===== src/design/obsr_pkg.sv =====
// Shared types and constants for the order book slippage regression unit.
package obsr_pkg;

	localparam int MAX_LEVELS = 64;
	localparam int LVL_W      = 7;
	localparam int PRICE_W    = 24;
	localparam int QTY_W      = 32;
	localparam int TGT_W      = 28;
	localparam int AX_W       = 34;
	localparam int AY_W       = 30;
	localparam int AXY_W      = 58;
	localparam int AXX_W      = 62;
	localparam int WIDE_W     = 128;
	localparam int MPL_W      = 64;
	localparam int QUEUE_DEPTH = 4;
	localparam int QPTR_W     = $clog2(QUEUE_DEPTH);
	localparam int QCNT_W     = $clog2(QUEUE_DEPTH) + 1;

	localparam logic [TGT_W-1:0] TARGET_RESET = TGT_W'(25000000);

	localparam logic [1:0] ST_OK       = 2'd0;
	localparam logic [1:0] ST_SINGULAR = 2'd1;
	localparam logic [1:0] ST_LIMIT    = 2'd2;

	// Totals of one snapshot, handed from front to back
	typedef struct packed {
		logic [AX_W-1:0]    acc_x;
		logic [AY_W-1:0]    acc_y;
		logic [AXY_W-1:0]   acc_xy;
		logic [AXX_W-1:0]   acc_xx;
		logic [LVL_W-1:0]   n;
		logic [PRICE_W-1:0] best;
		logic               limit;
	} snap_t;

	typedef enum logic [3:0] {
		BK_IDLE,
		BK_NXX,
		BK_XX,
		BK_CHK,
		BK_NXY,
		BK_XY,
		BK_NT,
		BK_MAG,
		BK_T2,
		BK_NUM,
		BK_DEN,
		BK_ABS,
		BK_DIV,
		BK_RND,
		BK_NEG,
		BK_SAT
	} bk_state_t;

endpackage


===== src/design/obsr_queue.sv =====
// Small snapshot queue between the level front end and the fit back end.
module obsr_queue import obsr_pkg::*; (
	input  logic              clk,
	input  logic              arst_n,
	input  logic              push,
	input  snap_t             push_data,
	input  logic              pop,
	output snap_t             pop_data,
	output logic              not_empty,
	output logic [QCNT_W-1:0] count
);

	snap_t             mem_q [QUEUE_DEPTH];
	logic [QPTR_W-1:0] wr_q;
	logic [QPTR_W-1:0] rd_q;
	logic [QCNT_W-1:0] cnt_q;

	assign pop_data  = mem_q[rd_q];
	assign not_empty = (cnt_q != '0);
	assign count     = cnt_q;

	// Advance pointers and occupancy
	always_ff @(posedge clk or negedge arst_n) begin
		if (!arst_n) begin
			wr_q  <= '0;
			rd_q  <= '0;
			cnt_q <= '0;
		end else begin
			if (push) wr_q <= wr_q + 1'b1;
			if (pop)  rd_q <= rd_q + 1'b1;
			if (push && !pop)      cnt_q <= cnt_q + 1'b1;
			else if (pop && !push) cnt_q <= cnt_q - 1'b1;
		end
	end

	// Store pushed snapshot
	always_ff @(posedge clk) begin
		if (push) mem_q[wr_q] <= push_data;
	end

endmodule


===== config.mk =====
export PLATFORM = sky130hd
export DESIGN_NAME = obsr_queue
export DESIGN_NICKNAME = d
export VERILOG_FILES = /design/src/design/obsr_pkg.sv /design/src/design/obsr_queue.sv
export SDC_FILE = /design/constraint.sdc
export NUM_CORES = 1
export LEC_CHECK = 0
export BUFFER_PORTS_ARGS = -buffer_cell sky130_fd_sc_hd__buf_2
export CAP_MARGIN = 20
export CORE_MARGIN = 4
export CORE_UTILIZATION = 40
export DETAILED_ROUTE_END_ITERATION = 7
export SYNTH_ARGS = -nofsm -noshare
export SYNTH_HDL_FRONTEND = slang
export SYNTH_SLANG_ARGS = --single-unit
export TNS_END_PERCENT = 100

===== constraint.sdc =====
create_clock -name clk -period 6.6 [get_ports clk]
set_clock_uncertainty 0.2 [all_clocks]
set_input_delay 0.99 -clock clk [delete_from_list [all_inputs] [get_ports clk]]
set_output_delay 0.99 -clock clk [all_outputs]
set_load 0.02 [all_outputs]

After elaboration in Yosys (flattened, before gate mapping)
Memories as Yosys holds them, arrays and structs flattened.
Cells that the tools add are included.
- word-level logic and storage cells: 18
- memories kept: 1
- RAM bits: 864
- bits in registers: 7
- memory list (memory ; depth ; bits a word ; rd ports ; clocked after memory_dff ; write ports ; RTL line ; text):
    mem_q ; 4 ; 216 ; 1 ; 0 ; 1 ; obsr_queue.sv:13 ; snap_t mem_q [QUEUE_DEPTH];
- mux-type cells: 4
- add/subtract/negate cells: 4
- reduce and logical (&&, ||, !) cells: 6
- operator list (kind ; count):
    3-bit two-way mux ; 2
    2-bit by 1-bit adder with 2-bit output (second input constant) ; 2
    3-bit by 1-bit adder with 3-bit output (second input constant) ; 1
    3-bit nonzero test ; 1
    3-bit by 1-bit subtractor with 3-bit output (second input constant) ; 1
    1-bit logical AND ; 2
    1-bit logical NOT ; 2
    1-bit two-way mux ; 2
    2-bit nonzero test ; 1

Logic depth before layout (Yosys ltp)
- depth after elaboration: 4
- depth in mapped cells: 7
- gate-level depth less buffers: 7

Least setup slack after synthesis
OpenSTA, ideal clock, no wires.
- kind: input-to-reg
- start: in push
- end: mem mem_q[0][0] in the netlist's numbering, enable pin
- cell stages on the path: 1
- path buffers: 0
- setup slack: -0.087 ns
- data arrival time: 5.884 ns
- setup time: 0.602 ns
- path through: and2_1
- cells in the longest elaborated chain, start to end: 2
- RTL lines (element ; RTL line ; text):
    start: declaration ; obsr_queue.sv:5 ; input logic push,
    1-bit two-way mux ; obsr_queue.sv:38 ; if (push) mem_q[wr_q] <= push_data;
    1-bit two-way mux (not written as such) ; obsr_queue.sv:38 ;
    end: declaration ; obsr_queue.sv:13 ;
Every way passes these cells.

==> results by group <==
Run status
  • Status: complete, no violations

Placed design
  • HPWL after DPL: 38440 um
  • Final GP Congestion: 0.7089
  • PortBufs: 439

Clocking
  • CTS tree: done
  • CTS Buf Count: 91
  • H-Tree Level Count: 3
  • Worst skew pair latency: 0.61 ns
  • CTS Buffer Depth: 3
  • Total clock sinks: 871
  • Post-CTS sizing: 0
  • Hold_buf cts: 0
  • Setup repair bufs after CTS: 0
  • CTS Root Cell: clkbuf_16
  • Reg clk slew, reported paths: 0.06 ns

Global route
  • GR Overflow Total: 0
  • Largest net degree at the start of global routing: 121
  • Tot GR Track Use: 15.36%
  • First-pass GRT wire length: 96040 um
  • Vias in the first global route: 14920
  • Initial antenna violation count: 15

Route
  • DRT iter0 DRCs: 851
  • WL final: 64700 um
  • DR pass1 iterations: 4
  • DRC: 0
  • Vias per cell: 5.038
  • Routed len/inst: 23.23 um
  • Antenna-violating nets left: 0
  • DR vias: 14030

Timing
  • Unrepaired setup endpoints after global routing: false
  • Fin crit share: 65.24%
  • F_max: 232.2 MHz
  • Pins Over Slew Limit: 0
  • Min Tclk post-route: 4.306 ns
  • Setup violations, final: 0
  • Setup total negative slack: 0 ns
  • Hold Fails Final Rpt: 0
  • Worst slew margin: 31.45%
  • Worst-Margin Slew: 1.028 ns

Cells and area
  • Commonest non-fill, non-tap cells in the layout: edfxtp_1, buf_2, mux4_2, clkbuf_16, clkbuf_1
  • Nets: 1887
  • Syn-to-layout area delta: 20.04%
  • Core Util, Final: 48.61%
  • Commonest non-fill, non-tap cell in the layout: edfxtp_1
  • Share of layout cells above drive strength 1: 45.99%

Critical path
  • Worst EP required: 5.41 ns
  • Critical path type: reg -> out
  • CP delay by family, top: flip-flops
  • Crit. Startpoint: rd_q[0]
  • Max stage delay cell, worst path: dfrtp_4
  • Max incr delay on CP: 1.08 ns
  • Worst setup SP type: flip-flop
  • Worst path buffer plus inverter count: 2
  • Worst r2r src: wr_q[0]
  • CP Max Fanout: 67
  • Crit path DAT: 3.12 ns
  • Crit-path cells: buf_12, mux4_2, buf_2
  • CP Capture Type: primary output

Yosys
  • Syn avg cell area: 27.11 um2
  • Cells after synthesis: 1161
  • Synth area leader: edfxtp_1
  • Flops & latches, synth: 871
  • Mapped Area: 0.03147 mm2
  • Sequential area share after synthesis: 83.00%
  • Top post-synthesis cells by area: edfxtp_1, mux4_2, dfrtp_1
  • Area share of the largest cell type after synthesis: 82.44%
  • Post-synth cell types: 19
  • Ys Warns: 0
  • Syn Nets: 1387

Die
  • Core area: 0.07772 mm2
  • Ports: 440
  • Core Rows: 102
  • Initial core utilization: 40.49%
  • Die width: 288.5 um
  • Die area: 0.08323 mm2
  • Die Height: 288.5 um

Pwr
  • Worst VDD drop: 0.0002870 V
  • PwrDens: 469.2 mW/mm2
  • Leak: 12.70 nW

Hold path
  • Hold/Removal Path Class: in -> async

Job
  • Max-Cap Viols: 0
[cell families (layout without fill, tap and decap cells)]
logic type	after synthesis	count (layout)	synth area share, %
muxes	217	217	15.49
buffers and inverters	52	624	0.9263
and+or+nand+nor	8	8	0.1352
DFF	871	871	83.00
adders and majority gates	6	6	0.2624
xor gates and xnor gates	6	6	0.1670
AOI/OAI and AO/OA	1	1	0.01589
other	0	12	0
[final timing paths]
kind                          endpoint  slack (ns)  depth (start not counted)
setup / recovery           pop_data[4]        2.29                          3
hold / removal                count[0]        0.06                          1
setup reg to reg           mem_q[2][2]        4.14                          4
hold reg to reg               count[2]        0.29                          1
max in group asynchronous      rd_q[0]        5.86                          1
min in group clk              count[2]        0.29                          1
[worst reg2reg max path: cells and delay by family, from the launching register on]
family / cells / cell delay, ns
buffers and inverters: 2 / 0.57
AND/OR/NAND/NOR: 1 / 0.41
adder cells (fa/ha/maj): 1 / 0.14
flip-flops: 1 / 0.43
[per-layer routing]
| metal | global-route usage [%] | wire length (um) |
|---|---|---|
| met1 | 19.14 | 24890 |
| met2 | 25.77 | 33200 |
| met3 | 5.304 | 5217 |
| met4 | 4.262 | 1348 |
| met5 | 0 | 46 |
[area by class of cell]
| cell class | count | area, um2 |
|---|---|---|
| clock inverters | 47 | 381.6 |
| clock buffers | 118 | 2399 |
| diodes | 12 | 30.03 |
| fillers | 6325 | 39940 |
| inverters | 4 | 15.01 |
| well taps | 1040 | 1301 |
| flip-flops and latches | 871 | 26130 |
| repair buffers | 455 | 2455 |
| multi-input cells | 238 | 5069 |
[sequential cells by signal (all words and copies together), names as in the netlist]
signal / cells
mem_q: 864
count: 3
rd_q: 2
wr_q: 2
[synthesized netlist by cell type (all sizes together)]
cell,instances
xor2,4
mux4,216
edfxtp,864
mux2,1
o21ai,1
ha,5
fa,1
nand2,2
nor2,1
xnor2,2
and2,4
or3,1
buf,44
dfrtp,7
inv,4
clkbuf,4
[through the flow]
step                power [mW]  area (um2)  cells  setup WS, ns  hold slack (ns)
floorplan                11.39       31480   1161         2.303           0.2914
global placement         13.23       34970   2608         2.832           0.2724
detailed placement       13.30       34970   2608         2.828           0.2781
CTS                      18.10       37750   2773         2.136         0.006637
global route             18.60       37760   2777         2.003          0.01709
finish                   17.72       37780   2785         2.294          0.05907
[where the power goes]
group | internal, mW | total (mW) | leakage (nW) | switching, mW
registers | 7.23 | 7.57 | 8.02 | 0.339
logic | 2.13 | 5.41 | 3.34 | 3.28
clock network | 2.73 | 4.74 | 1.35 | 2.01
total | 12.1 | 17.7 | 12.7 | 5.63
No activity file was read; power rests on OpenSTA's default activity.
